### src/rtl/nearest_sample_distance_score_defines.svh
// assertion macros shared by the distance score block
`ifndef NEAREST_SAMPLE_DISTANCE_SCORE_DEFINES_SVH
`define NEAREST_SAMPLE_DISTANCE_SCORE_DEFINES_SVH

// same-cycle implication, checked on every clk edge out of reset
`define NSDS_ASSERT_NOW(lbl, ante, cons) \
  lbl: assert property (@(posedge clk) disable iff (!rst_n) (ante) |-> (cons)) \
    else $error("nsds assertion failed");

// next-cycle implication
`define NSDS_ASSERT_NEXT(lbl, ante, cons) \
  lbl: assert property (@(posedge clk) disable iff (!rst_n) (ante) |=> (cons)) \
    else $error("nsds assertion failed");

`endif

### src/rtl/nsds_pkg.sv
// shared types and constants of the nearest sample distance score block
package nsds_pkg;

  localparam int MAX_SAMPLES = 16;
  localparam int MAX_DIMS    = 16;
  localparam int PID_W       = 20;
  localparam int VAL_W       = 16;
  localparam int SLOT_W      = 4;
  localparam int DIM_W       = 4;
  localparam int NUM_W       = 5;
  localparam int SCORE_W     = 18;
  localparam int DIM_IDX_W   = $clog2(MAX_DIMS);

  // squared difference and accumulated distance
  localparam int SQ_W        = 2 * VAL_W;
  localparam int SUM_W       = SQ_W + $clog2(MAX_DIMS) + 1;

  // square root unit sizes
  localparam int RAD_W       = SUM_W + (SUM_W % 2);
  localparam int ROOT_W      = RAD_W / 2;
  localparam int REM_W       = ROOT_W + 2;
  localparam int ROOT_STEPS  = ROOT_W;
  localparam int CNT_W       = $clog2(ROOT_STEPS);

  // request codes
  localparam logic REQ_LOAD  = 1'b0;
  localparam logic REQ_QUERY = 1'b1;

  typedef struct packed {
    logic                    req_type;
    logic [SLOT_W-1:0]       sample_slot;
    logic [DIM_W-1:0]        dim_index;
    logic [PID_W-1:0]        point_id;
    logic signed [VAL_W-1:0] elem_value;
    logic                    last_elem;
  } in_item_t;

  typedef struct packed {
    logic [PID_W-1:0]   scored_point;
    logic [SCORE_W-1:0] score;
    logic               found_positive;
  } out_item_t;

  // per-cell control from the sequencer
  typedef struct packed {
    logic wr;
    logic sq;
    logic acc;
    logic active;
  } cell_ctl_t;

  // running minimum handed down the cell chain
  typedef struct packed {
    logic             valid;
    logic [SUM_W-1:0] best;
  } token_t;

  // square root unit status
  typedef struct packed {
    logic busy;
    logic done;
  } root_stat_t;

  typedef enum logic [1:0] {
    ST_RUN,
    ST_SEARCH,
    ST_ROOT,
    ST_HOLD
  } fsm_t;

endpackage

### src/rtl/nsds_sqrt.sv
// iterative floor square root, one result bit per cycle
module nsds_sqrt
  import nsds_pkg::*;
(
  input  logic              clk,
  input  logic              rst_n,
  input  logic              start,
  input  logic [SUM_W-1:0]  radicand,
  output root_stat_t        stat,
  output logic [ROOT_W-1:0] root
);

  logic [RAD_W-1:0]  rad_r;
  logic [REM_W-1:0]  rem_r;
  logic [ROOT_W-1:0] root_r;
  logic [CNT_W-1:0]  cnt_r;
  logic              busy_r;
  logic              done_r;

  logic [REM_W+1:0]  rem_sh;
  logic [REM_W+1:0]  trial;
  logic              ge;
  logic [REM_W-1:0]  rem_nxt;
  logic [ROOT_W-1:0] root_nxt;

  // one restoring step
  always_comb begin
    rem_sh   = {rem_r, rad_r[RAD_W-1 -: 2]};
    trial    = (REM_W+2)'({root_r, 2'b01});
    ge       = (rem_sh >= trial);
    rem_nxt  = ge ? REM_W'(rem_sh - trial) : REM_W'(rem_sh);
    root_nxt = {root_r[ROOT_W-2:0], ge};
  end

  // step control
  always_ff @(posedge clk) begin
    if (!rst_n) begin
      busy_r <= 1'b0;
      done_r <= 1'b0;
      cnt_r  <= '0;
    end else begin
      done_r <= 1'b0;
      if (start) begin
        busy_r <= 1'b1;
        cnt_r  <= '0;
      end else if (busy_r) begin
        cnt_r <= cnt_r + 1'b1;
        if (cnt_r == CNT_W'(ROOT_STEPS - 1)) begin
          busy_r <= 1'b0;
          done_r <= 1'b1;
        end
      end
    end
  end

  // datapath
  always_ff @(posedge clk) begin
    if (start) begin
      rad_r  <= RAD_W'(radicand);
      rem_r  <= '0;
      root_r <= '0;
    end else if (busy_r) begin
      rad_r  <= rad_r << 2;
      rem_r  <= rem_nxt;
      root_r <= root_nxt;
    end
  end

  assign stat.busy = busy_r;
  assign stat.done = done_r;
  assign root      = root_r;

endmodule

### config.mk
export PLATFORM = sky130hd
export DESIGN_NAME = nsds_sqrt
export DESIGN_NICKNAME = d
export VERILOG_FILES = /design/src/rtl/nearest_sample_distance_score_defines.svh /design/src/rtl/nsds_pkg.sv /design/src/rtl/nsds_sqrt.sv
export SDC_FILE = /design/constraint.sdc
export NUM_CORES = 1
export LEC_CHECK = 0
export ABC_AREA = 1
export BUFFER_PORTS_ARGS = -buffer_cell sky130_fd_sc_hd__buf_2
export CORE_ASPECT_RATIO = 0.7
export CORE_MARGIN = 3
export CORE_UTILIZATION = 30
export DETAILED_ROUTE_END_ITERATION = 10
export GPL_ROUTABILITY_DRIVEN = 1
export PLACE_DENSITY_LB_ADDON = 0.25
export SLEW_MARGIN = 0
export SYNTH_ARGS = -nofsm -noshare
export SYNTH_HDL_FRONTEND = slang
export SYNTH_SLANG_ARGS = --single-unit
### constraint.sdc
create_clock -name clk -period 5.65 [get_ports clk]
set_input_delay 0.8475 -clock clk [delete_from_list [all_inputs] [get_ports clk]]
set_output_delay 0.8475 -clock clk [all_outputs]
set_load 0.01 [all_outputs]
-- Yosys cells after proc, flatten, opt, wreduce, memory -nomap -nowiden
Index checks and enable logic that the tools add are counted.
- bits in registers: 85
- input bits: 40
- output and inout port bits: 21
- add/sub/neg operators: 2
- magnitude comparators: 1
- equal/unequal tests: 1
- mux-type cells: 7
- bitwise logic cells: 2
- reductions and logical operators: 3
- operator list (operator ; number):
    $mux 37 ; 2
    $ge 23x21->1 ; 1
    $mux 21 ; 1
    $sub 21x21->21 ; 1
    $add 5x1->5 const B ; 1
    $eq 5x5->1 const B ; 1
    $mux 1 ; 4
    $reduce_or 3->1 ; 1
    $not 1->1 ; 2
    $reduce_bool 2->1 ; 1
    $reduce_or 2->1 ; 1

-- Depth between registers and ports, before layout
- word-level depth: 4
- depth in mapped cells: 15
- mapped depth without buffers: 15

-- Worst setup path before layout
Ideal clock, no wire load.
- path type: input to register
- from: in start
- to: reg rad_r[0] (enable)
- arrival: 2.557 ns
- data required time: 5.234 ns
- path slack: 2.677 ns
- stages on the path: 4
- cell sequence: clkbuf_1 > nor2_1 > inv_1 > clkbuf_1
- longest elaborated chain between the ends: 1
- RTL lines (item ; line ; source):
    start, declared ; nsds_sqrt.sv:7 ; input logic start,
    $reduce_bool 2->1 (no source line) ; - ;
    end signal, assigned ; nsds_sqrt.sv:59 ; rad_r <= RAD_W'(radicand);
    end signal, assigned ; nsds_sqrt.sv:63 ; rad_r <= rad_r << 2;
    end, declared ; nsds_sqrt.sv:13 ; logic [RAD_W-1:0] rad_r;
No other way between the ends.
A chain may end at the register's enable or synchronous reset.

==> results.py <==
metrics = {
    "synth": {
        "synth_top_area_share_pct": 22.7,
        "synth_cell_types": 33,
        "synth_top_flop_cell": "dfxtp_1",
        "synth_seq_area_share_pct": 42.3,
        "synth.area.top_cells": "edfxtp_1 (23%), nand2_1 (22%), dfxtp_1 (20%)",
        "synth_nets": 760,
        "syn_inst": 697,
        "synth-edff-count": 37,
        "syn_area_um2": 4900,
        "yosys.area.top_type": "edfxtp_1",
        "yosys_warnings": 0,
        "synthArstFlopShare_pct": 0,
        "ys_seq_elements": 85,
        "syn_avg_cell_area_um2": 7.03,
    },
    "critical_path": {
        "startpoint": "busy_r$_SDFF_PN0_",
        "start_kind": "register",
        "r2r_slack_ns": 2.48,
        "crit_fanout": 22,
        "reg2reg_from": "busy_r$_SDFF_PN0_",
        "worstPathRequired_ns": 5.89,
        "arrival_ns": 3.41,
        "r2r-end": "root[12]$_SDFFE_PP0P_",
        "critical_path_class": "register to register",
        "cp-end-kind": "register",
        "endpoint": "root[12]$_SDFFE_PP0P_",
        "worst_r2r_path_depth": 4,
    },
    "final_layout": {
        "drive_above_1_share_pct": 11.9,
        "nNetsFinal": 812,
        "area_growth_pct": 16.5,
        "layout_commonest_cell": "nand2_1",
        "final_cell_mix": "nand2_1 (287), inv_1 (91), buf_2 (60)",
        "diodes": 0,
        "fin_util_pct": 36.3,
        "nFillCells": 1729,
    },
    "sta": {
        "setup-violations-final": 0,
        "hold_viol": 0,
        "tns_ns": 0,
        "worst_pin_slew_ns": 1.21,
        "fin_crit_ns": 3.17,
        "fin_skew_ns": 0.00724,
        "max_freq_mhz": 315,
        "hold_ws_ns": 0.483,
        "finalCritPeriodShare_pct": 56.1,
        "maxSlewHeadroom_pct": 18.9,
        "grt_setup_unrepaired": "false",
        "slew_violations": 0,
    },
    "placed_design": {
        "port_buffers": 60,
        "gp_congestion": 0.894,
        "post-dp-hpwl_mm": 9.23,
    },
    "power_and_ir_drop": {
        "power_density_nw_per_um2": 451,
        "pwr-share-seq_pct": 29.4,
        "p_comb_share_pct": 45.6,
        "switching_share_pct": 42.0,
        "power.leakage_nw": 2.90,
        "power.total_mw": 2.57,
        "switchingPower_mw": 1.08,
        "clock_power_share_pct": 25.0,
        "p_int_mw": 1.49,
        "vdd_drop_max_v": 0.000263,
    },
    "clocking": {
        "cts_sinks": 85,
        "cts_made_buffers": 9,
        "cts_max_level": 3,
        "cts-resized-gates": 0,
        "path_clk_slew_ns": 0.06,
        "root_buffer": "clkbuf_16",
        "clkLatencyLatePin_ns": 0.34,
        "postCtsSetupBuffers": 0,
        "cts_buffer_depth": 2,
        "hold_buffers": 0,
        "tritoncts": "yes",
    },
    "detailed_routing": {
        "ant_nets": 0,
        "wire_per_inst_um": 12.7,
        "drc_errors": 0,
        "vias": 4353,
        "totalWireLength_mm": 12.4,
        "drt_iter0_markers": 437,
        "routed_via_density": 4.47,
        "dr.pass1.iters": 5,
    },
    "global_routing": {
        "grt_overflow": 0,
        "grt_pass1_vias": 4122,
        "grt_max_degree": 59,
        "antenna_found_initial": 0,
        "grt_pass1_wl_mm": 20.7,
        "track_usage_pct": 14.2,
    },
    "floorplanning": {
        "start_util_pct": 31.1,
        "rows": 38,
        "ios": 61,
        "die_w_um": 159,
        "die_h_um": 113,
        "core-area_um2": 15700,
        "dieArea_um2": 17900,
    },
    "flow_run": {
        "max_cap_violations": 0,
    },
    "min_path": {
        "hp-class": "register to register",
    },
    "run_status": {
        "status": "completed",
    },
}
## worst max-delay path, cell delays in order, from the launching register on
cell and delay (ns):
dfxtp_1 0.83, clkinv_1 0.50, nor2_2 0.68, clkinv_1 0.73
o22ai_1 0.32
## logic make-up (layout without fill, tap and decap cells)
| logic type | count (synthesis) | after routing | synth area share [%] |
|---|---|---|---|
| AOI/OAI and AO/OA | 55 | 55 | 6.61 |
| and+or+nand+nor | 408 | 408 | 34.1 |
| xor gates and xnor gates | 9 | 9 | 1.61 |
| DFF | 85 | 85 | 42.3 |
| buffers and inverters | 117 | 174 | 9.50 |
| adders and majority gates | 23 | 23 | 5.87 |
## metal layers
metal | vias up | GRT usage [%] | routed length (µm)
met5 | - | 0 | 0
met4 | 0 | 3.79 | 200
met3 | 18 | 3.11 | 756
met2 | 103 | 19.5 | 4590
met1 | 1920 | 22.0 | 6820
li1 | 2312 | - | -
## power by group through the flow
stage / registers, mW / logic, mW / clock network (mW)
6_report: 0.758 / 1.17 / 0.643
2_1_floorplan: 0.753 / 0.934 / 0
3_5_place_dp: 0.770 / 1.17 / 0
3_3_place_gp: 0.771 / 1.17 / 0
5_1_grt: 0.763 / 1.36 / 0.680
4_1_cts: 0.758 / 1.17 / 0.660
## flip-flops by register name (all words and copies together) (netlist names)
| name | cells |
|---|---|
| rad_r | 38 |
| rem_r | 21 |
| root | 19 |
| cnt_r | 5 |
| busy_r | 1 |
| done_r | 1 |
## cell type report
class	instances	area, µm²	area share [%]
multi-input cells	495	2360	41.4
flip-flops and latches	85	2070	36.3
inverters	96	360	6.31
repair buffers	62	315	5.53
well taps	220	275	4.82
clock buffers	9	225	3.95
clock inverters	7	96.3	1.69
## through the flow
stage	instance area, µm²	instances	setup slack, ns
2_1_floorplan	4900	697	2.68
3_3_place_gp	5390	958	2.50
3_5_place_dp	5390	958	2.49
4_1_cts	5710	974	2.46
5_1_grt	5710	974	2.11
6_report	5710	974	2.48
## worst min path at each step
| stage | depth (start not counted) | start | endpoint | slack, ns |
|---|---|---|---|---|
| 6_report | 2 | rem_r[12]$_SDFFE_PP0P_ | rem_r[12]$_SDFFE_PP0P_ | 0.48 |
| 5_1_grt | 2 | rem_r[1]$_SDFFE_PP0P_ | rem_r[1]$_SDFFE_PP0P_ | 0.50 |
| 4_1_cts | 2 | rem_r[12]$_SDFFE_PP0P_ | rem_r[12]$_SDFFE_PP0P_ | 0.48 |
| 3_5_place_dp | 2 | rem_r[12]$_SDFFE_PP0P_ | rem_r[12]$_SDFFE_PP0P_ | 0.47 |
| 3_3_place_gp | 2 | rad_r[35]$_DFFE_PP_ | rad_r[37]$_SDFFE_PP0P_ | 0.47 |
| 2_1_floorplan | 2 | rad_r[35]$_DFFE_PP_ | rad_r[37]$_SDFFE_PP0P_ | 0.42 |
## synthesized netlist by cell type, types with 2 or more instances
cell type  number
dfxtp_1        48
nand3_1        32
nand2_1       287
inv_1          92
clkbuf_1       15
o22ai_1        19
nor2_1         55
nor3_1          5
nand3b_1        3
ha_1           23
xor2_1          3
inv_2           2
buf_4           5
xnor2_1         6
nand2_2         2
o21ai_0        10
nor2_2          4
and2_1          2
o211ai_1        5
nand4_1        12
clkinv_1        2
edfxtp_1       37
a21oi_1        15
o21bai_1        4
No activity file was read; power rests on OpenSTA's default activity.
