### config.mk
export PLATFORM = sky130hd
export DESIGN_NAME = nsds_cell
export DESIGN_NICKNAME = d
export VERILOG_FILES = /design/src/rtl/nearest_sample_distance_score_defines.svh /design/src/rtl/nsds_pkg.sv /design/src/rtl/nsds_cell.sv
export SDC_FILE = /design/constraint.sdc
export NUM_CORES = 1
export LEC_CHECK = 0
export BUFFER_PORTS_ARGS = -buffer_cell sky130_fd_sc_hd__buf_4
export CORE_MARGIN = 2
export CORE_UTILIZATION = 37
export CTS_BUF_LIST = sky130_fd_sc_hd__clkbuf_8
export DETAILED_ROUTE_END_ITERATION = 6
export PLACE_DENSITY_LB_ADDON = 0.15
export SLEW_MARGIN = 20
export SYNTH_ARGS = -nofsm -noshare
export SYNTH_HDL_FRONTEND = slang
export SYNTH_SLANG_ARGS = --single-unit
### constraint.sdc
create_clock -name clk -period 20.6 [get_ports clk]
set_input_delay 3.09 -clock clk [delete_from_list [all_inputs] [get_ports clk]]
set_output_delay 3.09 -clock clk [all_outputs]
set_load 0.05 [all_outputs]
### src/rtl/nearest_sample_distance_score_defines.svh
// assertion macros shared by the distance score block
`ifndef NEAREST_SAMPLE_DISTANCE_SCORE_DEFINES_SVH
`define NEAREST_SAMPLE_DISTANCE_SCORE_DEFINES_SVH

// same-cycle implication, checked on every clk edge out of reset
`define NSDS_ASSERT_NOW(lbl, ante, cons) \
  lbl: assert property (@(posedge clk) disable iff (!rst_n) (ante) |-> (cons)) \
    else $error("nsds assertion failed");

// next-cycle implication
`define NSDS_ASSERT_NEXT(lbl, ante, cons) \
  lbl: assert property (@(posedge clk) disable iff (!rst_n) (ante) |=> (cons)) \
    else $error("nsds assertion failed");

`endif

### src/rtl/nsds_pkg.sv
// shared types and constants of the nearest sample distance score block
package nsds_pkg;

  localparam int MAX_SAMPLES = 16;
  localparam int MAX_DIMS    = 16;
  localparam int PID_W       = 20;
  localparam int VAL_W       = 16;
  localparam int SLOT_W      = 4;
  localparam int DIM_W       = 4;
  localparam int NUM_W       = 5;
  localparam int SCORE_W     = 18;
  localparam int DIM_IDX_W   = $clog2(MAX_DIMS);

  // squared difference and accumulated distance
  localparam int SQ_W        = 2 * VAL_W;
  localparam int SUM_W       = SQ_W + $clog2(MAX_DIMS) + 1;

  // square root unit sizes
  localparam int RAD_W       = SUM_W + (SUM_W % 2);
  localparam int ROOT_W      = RAD_W / 2;
  localparam int REM_W       = ROOT_W + 2;
  localparam int ROOT_STEPS  = ROOT_W;
  localparam int CNT_W       = $clog2(ROOT_STEPS);

  // request codes
  localparam logic REQ_LOAD  = 1'b0;
  localparam logic REQ_QUERY = 1'b1;

  typedef struct packed {
    logic                    req_type;
    logic [SLOT_W-1:0]       sample_slot;
    logic [DIM_W-1:0]        dim_index;
    logic [PID_W-1:0]        point_id;
    logic signed [VAL_W-1:0] elem_value;
    logic                    last_elem;
  } in_item_t;

  typedef struct packed {
    logic [PID_W-1:0]   scored_point;
    logic [SCORE_W-1:0] score;
    logic               found_positive;
  } out_item_t;

  // per-cell control from the sequencer
  typedef struct packed {
    logic wr;
    logic sq;
    logic acc;
    logic active;
  } cell_ctl_t;

  // running minimum handed down the cell chain
  typedef struct packed {
    logic             valid;
    logic [SUM_W-1:0] best;
  } token_t;

  // square root unit status
  typedef struct packed {
    logic busy;
    logic done;
  } root_stat_t;

  typedef enum logic [1:0] {
    ST_RUN,
    ST_SEARCH,
    ST_ROOT,
    ST_HOLD
  } fsm_t;

endpackage

### src/rtl/nsds_cell.sv
// one sample slot: stored vector, running distance and minimum stage
module nsds_cell
  import nsds_pkg::*;
(
  input  logic      clk,
  input  logic      rst_n,
  input  cell_ctl_t ctl,
  input  in_item_t  item,
  input  token_t    tok_in,
  output token_t    tok_out
);

  logic signed [VAL_W-1:0] samp_mem [MAX_DIMS];
  logic [PID_W-1:0]        id_r;
  logic signed [VAL_W-1:0] samp_r;
  logic signed [VAL_W-1:0] qval_r;
  logic [SQ_W-1:0]         sq_r;
  logic [SUM_W-1:0]        sum_r;
  token_t                  tok_r;

  logic [DIM_IDX_W-1:0]    dim;
  logic signed [VAL_W:0]   diff;
  logic [VAL_W:0]          mag;
  logic [VAL_W-1:0]        mag_w;
  logic [SQ_W-1:0]         prod;
  logic                    eligible;
  logic                    take;

  assign dim = item.dim_index[DIM_IDX_W-1:0];

  // sample store, one coordinate per load beat
  always_ff @(posedge clk) begin
    if (ctl.wr) begin
      samp_mem[dim] <= item.elem_value;
      id_r          <= item.point_id;
    end
  end

  // registered read of the stored coordinate beside the query coordinate
  always_ff @(posedge clk) begin
    if (ctl.sq) begin
      samp_r <= samp_mem[dim];
      qval_r <= item.elem_value;
    end
  end

  // squared difference for this dimension
  always_comb begin
    diff  = {qval_r[VAL_W-1], qval_r} - {samp_r[VAL_W-1], samp_r};
    mag   = diff[VAL_W] ? (~diff + 1'b1) : diff;
    mag_w = mag[VAL_W-1:0];
    prod  = mag_w * mag_w;
  end

  always_ff @(posedge clk) begin
    sq_r <= prod;
  end

  // partial sum, cleared as the minimum token passes
  always_ff @(posedge clk) begin
    if (!rst_n) begin
      sum_r <= '0;
    end else if (tok_in.valid) begin
      sum_r <= '0;
    end else if (ctl.acc) begin
      sum_r <= sum_r + SUM_W'(sq_r);
    end
  end

  // minimum positive distance, skipping the query's own identity
  always_comb begin
    eligible = ctl.active && (id_r != item.point_id) && (sum_r != '0);
    take     = eligible && ((tok_in.best == '0) || (sum_r < tok_in.best));
  end

  always_ff @(posedge clk) begin
    if (!rst_n) begin
      tok_r.valid <= 1'b0;
    end else begin
      tok_r.valid <= tok_in.valid;
    end
    tok_r.best <= take ? sum_r : tok_in.best;
  end

  assign tok_out = tok_r;

endmodule

# After elaboration in Yosys (flattened, before gate mapping)
# Memory sizes are Yosys's and may differ from the RTL's. A register that Yosys moved wholly into a read port is not among the register bits.
# Cells that the tools add are included.
# word_totals
regBits	143
latchBits	0
ramBits	256
mem_bits_ro	0
input_bits	90
output_inout_bits	38
word_cells	26
mem_count	1
# memory_table
memory	words	word_bits	rd	rd_ports_with_merged_regs	wr	line_no	source
samp_mem	16	16	1	1	1	nsds_cell.sv:13	logic signed [VAL_W-1:0] samp_mem [MAX_DIMS];
# classes
n_addsub	3
n_mul	1
div_mod_pow	0
n_lt_le_gt_ge	1
n_eq_ne	1
shifts	0
muxes	4
n_bitwise	2
n_reduce_logical	7
# ops
operator	count
adder 37 x 32 -> 37 bit	1
logical NOT 37 bit	1
< comparator 37 bit	1
two-way mux 37 bit	1
nonzero test 37 bit	1
multiplier 16 x 16 -> 32 bit	1
!= test 20 bit	1
subtractor 16 x 16 -> 17 bit	1
adder 16 x 1 -> 16 bit, second input constant	1
two-way mux 16 bit	1
NOT 16 bit	1
logical AND 1 bit	3
two-way mux 1 bit	2
OR reduction 2 bit	1
logical OR 1 bit	1
NOT 1 bit	1

# Depth between registers and ports, before layout
# Gate-level depths: netlist of run 1.
# logic_depth
depth_word	5
depth_mapped	38
depth_no_buf	37

# Worst setup path after synthesis of run 1
# Ideal clock, no wire load.
# synth_path
kind	flip-flop to flip-flop
start	register samp_r[0], read port of samp_mem
end	register sq_r[30]
setup_time_ns	0.079
arrival_time_ns	8.100
required_time_ns	20.521
path_slack_ns	12.421
stages_incl_launch_ff	35
n_path_buf	0
period_less_slack_ns	8.179
cell_sequence	edfxtp_1 > ha_1 > fa_1 > nand2b_1 > a21boi_0 > o211ai_1 > a21boi_2 > o21ai_2 > a31o_2 > and2_1 > xnor2_4 > clkinv_1 > nand2_1 > inv_1 > fa_1 > inv_1 > fa_1 > inv_1 > fa_1 > inv_1 > fa_1 > fa_1 > fa_1 > inv_1 > ha_1 > a21o_1 > a21o_1 > a21oi_1 > nor2b_1 > o21ai_0 > o211ai_1 > nand3_1 > nand4_1 > a2111o_1 > o211ai_1
# synth_via
elab_chain_len	5
# synth_rtl
item	line_no	source
start, declared	nsds_cell.sv:15	logic signed [VAL_W-1:0] samp_r;
subtractor 16 x 16 -> 17 bit (*)	nsds_cell.sv:49	diff = {qval_r[VAL_W-1], qval_r} - {samp_r[VAL_W-1], samp_r};
NOT 16 bit	nsds_cell.sv:50	mag = diff[VAL_W] ? (~diff + 1'b1) : diff;
adder 16 x 1 -> 16 bit	nsds_cell.sv:50	
two-way mux 16 bit (*)	nsds_cell.sv:50	
multiplier 16 x 16 -> 32 bit (*)	nsds_cell.sv:52	prod = mag_w * mag_w;
net prod[30]	nsds_cell.sv:25	logic [SQ_W-1:0] prod;
end signal, assigned	nsds_cell.sv:56	sq_r <= prod;
end, declared	nsds_cell.sv:17	logic [SQ_W-1:0] sq_r;
# Mark *: on every way through the listed nets, which the timed path passes. The rest lies on a longest branch.
# A chain may end at the register's enable or synchronous reset.

# Worst setup path after layout of run 1
# Same ends and word-level chain as after synthesis.

==> flow_summary.json, run 1 <==
{
  "timing.final.crit_share_pct": 46.93,
  "wire_per_inst_um": 18.79,
  "cp_max_fo": 10,
  "grt_usage_pct": 17.50,
  "cap_violations": 0,
  "ys_seq_elements": 414,
  "postSynthCellCount": 2117,
  "cp-end-kind": "flip-flop",
  "io_pins": 128,
  "viasPerCell": 5.070,
  "drtIter0Drc": 853,
  "cts_sinks": 414,
  "fin_worst_skew_ns": 0.04372,
  "synth_edf_count": 308,
  "r2r_slack_ns": 10.93,
  "ys.flop_type": "edfxtp_1",
  "cts_tree": "done",
  "async_flop_share_pct": 0,
  "syn_avg_cell_area_um2": 12.23,
  "critPathRequiredTime_ns": 21.15,
  "m1WireLength_um": 26370,
  "port_buffers": 121,
  "gp_congestion": 0.8288,
  "numCtsBuffers": 73,
  "grt_pass1_vias": 17578,
  "slew_headroom_pct": 44.01,
  "rows": 97,
  "initial_core_util_pct": 37.18,
  "status": "finished, final reports clean",
  "slew_viol_final": 0,
  "ys_seq_area_share_pct": 43.91,
  "startpoint": "samp_r[0]$_DFFE_PP_",
  "rsz0062_at_grt": "no",
  "fillCellCount": 6688,
  "drc": 0,
  "endpoint": "sq_r[30]$_DFF_P_",
  "finalHoldViolCount": 0,
  "die_w_um": 268.6,
  "seqCellArea_um2": 11370,
  "core_um2": 69660,
  "finalSetupTns_ns": 0,
  "final_area_um2": 29380,
  "cts-root-buf": "clkbuf_8",
  "dr.pass1.iters": 5,
  "r2r-end": "sq_r[30]$_DFF_P_",
  "reg2regPathDepth": 34,
  "setup_violations": 0,
  "dpl.hpwl_um": 44810,
  "worst_pin_slew_ns": 0.8399,
  "max_stage_delay_ns": 0.55,
  "layout-drive-gt1-share_pct": 17.79,
  "crit_path_frequent_cell": "fa_1",
  "clk_pin_slew_ns": 0.07,
  "slowest_stage": "fa_1",
  "placed_cell_area_um2": 28060,
  "placedCellCount": 3155,
  "cts.htree.levels": 3,
  "met2_length_um": 32110,
  "clk_latency_ns": 0.67,
  "syn2layout_area_growth_pct": 13.45,
  "synth_area_leaders": "edfxtp_1, fa_1, ha_1, dfxtp_1, mux4_2",
  "grt-ovfl-total": 0,
  "met3_length_um": 1909,
  "max_freq_ghz": 0.1034,
  "fp.dieArea_um2": 72130,
  "syn-cell-area_um2": 25900,
  "timing.rr.start": "samp_r[0]$_DFFE_PP_",
  "antenna_left": 0,
  "cts_resized": 0,
  "worstHoldPathType": "reg -> reg",
  "critPathKind": "reg -> reg",
  "dr.max_layer_used": "met4",
  "multi_input_area_um2": 13170,
  "grt_pass1_wl_um": 96990,
  "synth_warnings": 0,
  "cp.arrival_ns": 10.22,
  "antenna_found_initial": 1,
  "grt_max_degree": 45,
  "fin_crit_ns": 9.668,
  "fin_cells": 3279,
  "utilization_pct": 42.18,
  "cts_hold_buf": 0,
  "cp-start-kind": "flip-flop",
  "die_height_um": 268.6,
  "ys_types": 75,
  "nets": 2725,
  "post_cts_buffers": 0,
  "synth_area_leader_cell": "edfxtp_1",
  "synthesis.nets": 2552,
  "cts_buffer_depth": 3,
  "vias": 16626,
  "yosysTopAreaCellShare_pct": 35.71,
  "postRouteWirelength_um": 61600
}
[worst max-delay path, delay by kind of cell, from the launching register on]
kind | cells | cell delay (ns)
buffers and inverters | 6 | 0.78
XOR/XNOR | 1 | 0.41
AO/OA/AOI/OAI | 12 | 2.90
flip-flops | 1 | 0.37
adder cells (fa/ha/maj) | 9 | 4.00
AND/OR/NAND/NOR | 6 | 1.07
[per-layer routing]
metal	track usage, %	vias up
li1	-	7864
met1	21.81	8395
met2	31.63	274
met3	2.411	93
met5	0	-
met4	4.895	0
[flip-flops by register name, summed over array words and instances (netlist names)]
| name | cells |
|---|---|
| sq_r | 31 |
| samp_mem | 256 |
| tok_out | 38 |
| id_r | 20 |
| qval_r | 16 |
| samp_r | 16 |
| sum_r | 37 |
[Yosys cell counts (14+ instances only)]
cell type    n
nand4_1     19
mux4_2      80
clkbuf_1    39
nor3_1      36
dfxtp_1    106
mux2i_1     14
xor2_1      36
nor2_1     138
nor2b_1     14
fa_1       164
nand3_1     33
edfxtp_1   308
a31oi_1     16
nand2b_1    26
nand2_1     99
inv_1      310
o21ai_0     48
o21a_1      15
and3_1      15
xnor2_1     52
or2_2       14
mux2_4      21
ha_1       181
a21oi_1     88
nor4_1      22
a21o_1      56
[area by class of cell]
| class | count | area share (%) |
|---|---|---|
| Clock inverter | 46 | 0.9027 |
| Sequential cell | 414 | 38.70 |
| Timing Repair Buffer | 154 | 3.935 |
| Tap cell | 940 | 4.003 |
| Multi-Input combinational cell | 1331 | 44.81 |
| Inverter | 316 | 4.037 |
| Antenna cell | 1 | 0.008516 |
| Clock buffer | 77 | 3.607 |
[cells by family after synthesis]
group	Yosys count	share of synthesized area (%)
AOI/OAI and AO/OA	318	8.401
xor gates and xnor gates	91	3.208
adders and majority gates	345	21.42
buffers and inverters	372	5.498
DFF	414	43.91
muxes	123	9.063
and+or+nand+nor	454	8.503
[how the worst min path moves through the flow]
stage	endpoint	from	slack, ns	depth (start not counted)
floorplan	sum_r[24]$_SDFFE_PP0P_	sum_r[24]$_SDFFE_PP0P_	0.48	2
global placement	sum_r[10]$_SDFFE_PP0P_	sum_r[10]$_SDFFE_PP0P_	0.55	2
detailed placement	sum_r[10]$_SDFFE_PP0P_	sum_r[10]$_SDFFE_PP0P_	0.55	2
CTS	sum_r[10]$_SDFFE_PP0P_	sum_r[10]$_SDFFE_PP0P_	0.56	2
global route	sum_r[35]$_SDFFE_PP0P_	sum_r[35]$_SDFFE_PP0P_	0.59	2
finish	sum_r[10]$_SDFFE_PP0P_	sum_r[10]$_SDFFE_PP0P_	0.55	2
[per-stage QoR]
stage	setup WS [ns]	hold slack [ns]
2_1_floorplan	12.42	0.4821
3_3_place_gp	11.13	0.5540
3_5_place_dp	10.96	0.5548
4_1_cts	10.91	0.5636
5_1_grt	10.19	0.5940
6_report	10.93	0.5540
[placed cells by master (no fill, tap or decap), types with 9 or more instances in the layout]
master    count
nand3_1      33
mux2_4       21
o2bb2a_1      9
and3_1       15
a21oi_1      88
clkbuf_8     77
a31oi_1      16
xor2_1       36
clkinv_2     11
ha_1        181
clkinv_1      9
o21a_1       15
nor2b_1      14
nor3_1       32
inv_1       330
mux2i_1      14
buf_4       154
nand2_1      99
o211ai_1     10
nand2b_1     26
dfxtp_1     106
fa_1        164
o21bai_1     10
nand4_1      19
mux4_2       80
nor2_1      126
nor2_2       11
nor4_1       22
or2_2        14
xnor2_1      51
edfxtp_1    308
o21ai_0      48
a21o_1       56
Power of run 1 is not shown: default switching activity piles up to over one toggle a cycle in this logic, so the estimate is an artifact.
==> run 2: changes to the inputs <==
==> constraint.sdc (replaced) <==
create_clock -name clk -period 9.6 [get_ports clk]
set_input_delay 1.44 -clock clk [delete_from_list [all_inputs] [get_ports clk]]
set_output_delay 1.44 -clock clk [all_outputs]
set_load 0.05 [all_outputs]
==> run 2 against run 1 <==
  * Worst setup slack worse by 10 ns
  * Critical path depth is 3 lower
  * Core utilization is 0.27 points higher
==> flow_summary.json, run 2 (synthesis gave the netlist of run 1 again) <==
{
  "status": "finished, final reports clean",
  "r2r_slack_ns": 0.65,
  "final_common_cell": "inv_1",
  "dpl.hpwl_um": 45430,
  "cp-start-kind": "flip-flop",
  "crit_path_frequent_cell": "fa_1",
  "viasPerCell": 4.975,
  "drc": 0,
  "timing.rr.start": "samp_r[0]$_DFFE_PP_",
  "port_buffers": 121,
  "worstHoldPathType": "reg -> reg",
  "cp_max_fo": 11,
  "fin_worst_skew_ns": 0.04528,
  "cts_hold_buf": 0,
  "regMostFlops": "samp_mem",
  "die_height_um": 268.6,
  "placed_cell_area_um2": 28140,
  "grt_pass1_wl_um": 97190,
  "rsz0062_at_grt": "no",
  "fp.dieArea_um2": 72130,
  "cp-end-kind": "flip-flop",
  "grt_pass1_vias": 17412,
  "clk_latency_ns": 0.67,
  "worst_pin_slew_ns": 1.029,
  "slew_viol_final": 0,
  "grt-ovfl-total": 0,
  "whs_path_depth": 2,
  "dr.pass1.iters": 5,
  "fin_crit_ns": 8.951,
  "cts.htree.levels": 3,
  "largest_reg_flops": 256,
  "cap_violations": 0,
  "final_area_um2": 29570,
  "cpLargestDelayFamily": "adder cells",
  "nets": 2736,
  "vias": 16403,
  "hold_path_end": "sum_r[24]$_SDFFE_PP0P_",
  "max_stage_delay_ns": 0.58,
  "clk_pin_slew_ns": 0.07,
  "max_freq_ghz": 0.1117,
  "die_w_um": 268.6,
  "postRouteWirelength_um": 61790,
  "finalHoldViolCount": 0,
  "cts_tree": "done",
  "cts_resized": 0,
  "post_cts_buffers": 0,
  "timing.final.crit_share_pct": 93.24,
  "finalSetupTns_ns": 0,
  "gp_congestion": 0.8350,
  "hold_path.startpoint": "sum_r[24]$_SDFFE_PP0P_",
  "grt_usage_pct": 17.65,
  "layout-drive-gt1-share_pct": 18.22,
  "wire_per_inst_um": 18.74,
  "critPathBufInv": 4,
  "slowest_stage": "fa_1",
  "reg2regPathDepth": 31,
  "core_um2": 69660,
  "syn2layout_area_growth_pct": 14.17,
  "setup_violations": 0,
  "drtIter0Drc": 909,
  "grt_max_degree": 41,
  "initial_core_util_pct": 37.18,
  "layout_common_cells": "inv_1, edfxtp_1, ha_1",
  "r2r-end": "sq_r[31]$_DFF_P_",
  "critPathRequiredTime_ns": 10.10,
  "slew_headroom_pct": 31.05,
  "io_pins": 128,
  "rows": 97,
  "fillCellCount": 6649,
  "antenna_left": 0,
  "numCtsBuffers": 72,
  "cp.arrival_ns": 9.45,
  "cts_sinks": 414,
  "cts-root-buf": "clkbuf_8",
  "antenna_found_initial": 1,
  "cts_buffer_depth": 3,
  "critPathKind": "reg -> reg"
}
-- run 2: cell count changes in the layout (fill, tap and decap cells not counted), sizes merged --
cell / before / now
clkinvlp: 0 / 1
bufinv: 0 / 3
diode: 1 / 2
inv: 341 / 342
buf: 154 / 166
-- run 2: worst max-delay path by stage --
stage                              startpoint               end  slack (ns)  depth (start not counted)
after CTS                 samp_r[0]$_DFFE_PP_  sq_r[31]$_DFF_P_        0.58                         31
after detailed placement  samp_r[0]$_DFFE_PP_  sq_r[31]$_DFF_P_        0.64                         31
final                     samp_r[0]$_DFFE_PP_  sq_r[31]$_DFF_P_        0.65                         31
after global routing      samp_r[0]$_DFFE_PP_  sq_r[30]$_DFF_P_        0.03                         34
after floorplan           samp_r[0]$_DFFE_PP_  sq_r[30]$_DFF_P_        1.42                         34
after global placement    samp_r[0]$_DFFE_PP_  sq_r[31]$_DFF_P_        0.73                         31
-- run 2: layout make-up --
| type | count | area [um2] | area share (%) |
|---|---|---|---|
| well taps | 940 | 1176 | 3.978 |
| clock inverters | 51 | 365.4 | 1.236 |
| multi-input cells | 1331 | 13160 | 44.50 |
| flip-flops and latches | 414 | 11370 | 38.46 |
| inverters | 316 | 1186 | 4.012 |
| clock buffers | 77 | 1060 | 3.584 |
| repair buffers | 166 | 1246 | 4.215 |
| diodes | 2 | 5.005 | 0.01693 |
-- run 2: routing by layer --
layer | up-vias | global-route usage, % | part of all wire, %
li1 | 7875 | - | -
met1 | 8150 | 21.93 | 42
met2 | 291 | 31.62 | 52
met3 | 87 | 2.740 | 3.6
met4 | 0 | 5.210 | 2.1
met5 | - | 0 | 0
-- run 2: per-stage QoR --
step           cells  util (%)  hold WS, ns  setup slack (ns)
3_5_place_dp    3167     40.39       0.5614            0.6403
2_1_floorplan   2117         -       0.4821             1.421
6_report        3297     42.44       0.5613            0.6493
4_1_cts         3295     42.44       0.5703            0.5765
3_3_place_gp    3167     40.39       0.5551            0.7327
5_1_grt         3297     42.44       0.5844           0.03093
-- run 2: worst min-delay path, stage by stage (launching register included) --
cell	delay, ns
dfxtp_1	0.37
nand2_1	0.09
a21oi_1	0.05
Power of run 2 is left out for the same reason.
==> run 3: changes to the inputs <==
--- a/config.mk
+++ b/config.mk
@@ -5,6 +5,7 @@
 export SDC_FILE = /design/constraint.sdc
 export NUM_CORES = 1
 export LEC_CHECK = 0
+export ABC_AREA = 1
 export BUFFER_PORTS_ARGS = -buffer_cell sky130_fd_sc_hd__buf_4
 export CORE_MARGIN = 2
 export CORE_UTILIZATION = 37
==> run 3 against run 2 <==
  * Synthesized cell count grew 24%
  * Clock skew grew 0.0078 ns
  * Critical path depth is 3 higher
==> flow_summary.json, run 3 <==
{
  "cts_tree": "done",
  "fin_crit_ns": 8.247,
  "placedCellCount": 3656,
  "die_w_um": 269.7,
  "fillCellCount": 6909,
  "async_flop_share_pct": 0,
  "reg2regPathDepth": 34,
  "post_cts_buffers": 0,
  "cp-start-kind": "flip-flop",
  "ys_seq_area_share_pct": 43.54,
  "synth_area_leaders": "edfxtp_1, fa_1, ha_1, dfxtp_1, inv_1",
  "cts_buffer_depth": 3,
  "gp_congestion": 0.8751,
  "wire_per_inst_um": 17.98,
  "postRouteWirelength_um": 68130,
  "critPathKind": "reg -> reg",
  "setup_violations": 0,
  "rsz0062_at_grt": "no",
  "slew_headroom_pct": 22.91,
  "finalHoldViolCount": 0,
  "dr.pass1.iters": 5,
  "yosysTopAreaCellShare_pct": 35.42,
  "finalSetupTns_ns": 0,
  "cts.htree.levels": 3,
  "cap_violations": 0,
  "antenna_found_initial": 0,
  "whs_path_depth": 2,
  "status": "finished, final reports clean",
  "fin_cells": 3788,
  "die_height_um": 269.7,
  "synth_warnings": 0,
  "rows": 97,
  "fin_worst_skew_ns": 0.05307,
  "cts_resized": 0,
  "seqCellArea_um2": 11370,
  "worstHoldPathType": "reg -> reg",
  "ys_types": 55,
  "max_freq_ghz": 0.1213,
  "hold_path_end": "sum_r[35]$_SDFFE_PP0P_",
  "synth_commonest_cells": "inv_1, nand2_1, edfxtp_1",
  "grt_pass1_wl_um": 107000,
  "cts_hold_buf": 0,
  "worst_pin_slew_ns": 1.155,
  "synthesis.nets": 3070,
  "drc": 0,
  "synth.most_common_cell": "inv_1",
  "numCtsBuffers": 73,
  "core_um2": 69910,
  "cts-root-buf": "clkbuf_8",
  "r2r-end": "sq_r[29]$_DFF_P_",
  "layout-drive-gt1-share_pct": 12.54,
  "clk_pin_slew_ns": 0.06,
  "grt-ovfl-total": 0,
  "timing.final.crit_share_pct": 85.91,
  "viasPerCell": 4.954,
  "dpl.hpwl_um": 49780,
  "cp-end-kind": "flip-flop",
  "vias": 18764,
  "syn-cell-area_um2": 26110,
  "crit_path_frequent_cell": "fa_1",
  "critPathRequiredTime_ns": 10.15,
  "synth_area_leader_cell": "edfxtp_1",
  "syn_avg_cell_area_um2": 9.910,
  "timing.rr.start": "samp_r[0]$_DFFE_PP_",
  "ys_seq_elements": 414,
  "initial_core_util_pct": 37.36,
  "slowest_stage": "xor2_2",
  "io_pins": 128,
  "grt_usage_pct": 18.63,
  "cp_max_fo": 14,
  "hold_path.startpoint": "sum_r[35]$_SDFFE_PP0P_",
  "grt_max_degree": 72,
  "postSynthCellCount": 2635,
  "clk_latency_ns": 0.67,
  "fp.dieArea_um2": 72720,
  "largest_reg_flops": 256,
  "nets": 3226,
  "cts_sinks": 414,
  "final_common_cell": "inv_1",
  "multi_input_area_um2": 12580,
  "drtIter0Drc": 1077,
  "synth_edf_count": 308,
  "cp.arrival_ns": 8.80,
  "layout_common_cells": "inv_1, nand2_1, edfxtp_1",
  "port_buffers": 121,
  "syn2layout_area_growth_pct": 13.15,
  "r2r_slack_ns": 1.35,
  "ys.flop_type": "edfxtp_1",
  "antenna_left": 0,
  "max_stage_delay_ns": 0.76,
  "startpoint": "samp_r[0]$_DFFE_PP_",
  "regMostFlops": "samp_mem",
  "grt_pass1_vias": 19191,
  "antenna_cells": 0,
  "slew_viol_final": 0
}
-- run 3: changes by cell type after synthesis, moves of 42 or more --
| cell | delta |
|---|---|
| nand2_1 | +267 |
| mux4_2 | -80 |
| a22oi_1 | +128 |
| nor2_1 | +45 |
| o21ai_0 | +59 |
| a21oi_1 | +102 |
| inv_1 | +159 |
| a21o_1 | -42 |
-- run 3: cell families (layout without fill, tap and decap cells) --
logic type,count (synthesis),count (layout),synth area share (%)
compound gates,490,490,11.28
xor+xnor,74,74,2.626
fa+ha+maj,345,345,21.24
buf+inv,568,781,8.505
flops,414,414,43.54
simple gates,744,744,12.80
-- run 3: how the worst max path moves through the flow --
stage	depth (start not counted)	slack, ns	to
after global placement	36	1.40	sq_r[31]$_DFF_P_
final	34	1.35	sq_r[29]$_DFF_P_
after detailed placement	36	1.36	sq_r[31]$_DFF_P_
after CTS	36	1.37	sq_r[31]$_DFF_P_
after floorplan	37	2.51	sq_r[24]$_DFF_P_
after global routing	36	0.76	sq_r[31]$_DFF_P_
-- run 3: stage by stage --
step	hold WS (ns)	utilization (%)	setup slack [ns]	area, um2
2_1_floorplan	0.4753	-	2.514	26110
3_3_place_gp	0.5191	40.24	1.401	28130
3_5_place_dp	0.5188	40.24	1.363	28130
4_1_cts	0.5277	42.26	1.367	29540
5_1_grt	0.5707	42.27	0.7623	29550
6_report	0.5255	42.27	1.353	29550
-- run 3: area by class of cell --
| class | count | share of cell area [%] |
|---|---|---|
| Clock buffer | 75 | 3.493 |
| Clock inverter | 57 | 1.279 |
| Inverter | 497 | 6.322 |
| Multi-Input combinational cell | 1653 | 42.58 |
| Sequential cell | 414 | 38.48 |
| Tap cell | 940 | 3.980 |
| Timing Repair Buffer | 152 | 3.862 |
-- run 3: layer usage --
layer	global-route usage, %	wire length [um]	up-vias
met5	0	0	-
met4	5.117	1504	0
met3	2.672	2600	104
met2	32.75	34080	373
met1	23.92	29940	9144
li1	-	-	9143
-- run 3: worst max-delay path: cells and delay by family, from the launching register on --
family | cells | cell delay [ns]
and+or+nand+nor | 10 | 1.26
AOI/OAI and AO/OA | 5 | 1.07
buffers and inverters | 7 | 0.60
DFF | 1 | 0.37
adders and majority gates | 9 | 3.74
xor gates and xnor gates | 3 | 1.08
Power of run 3 is left out for the same reason.
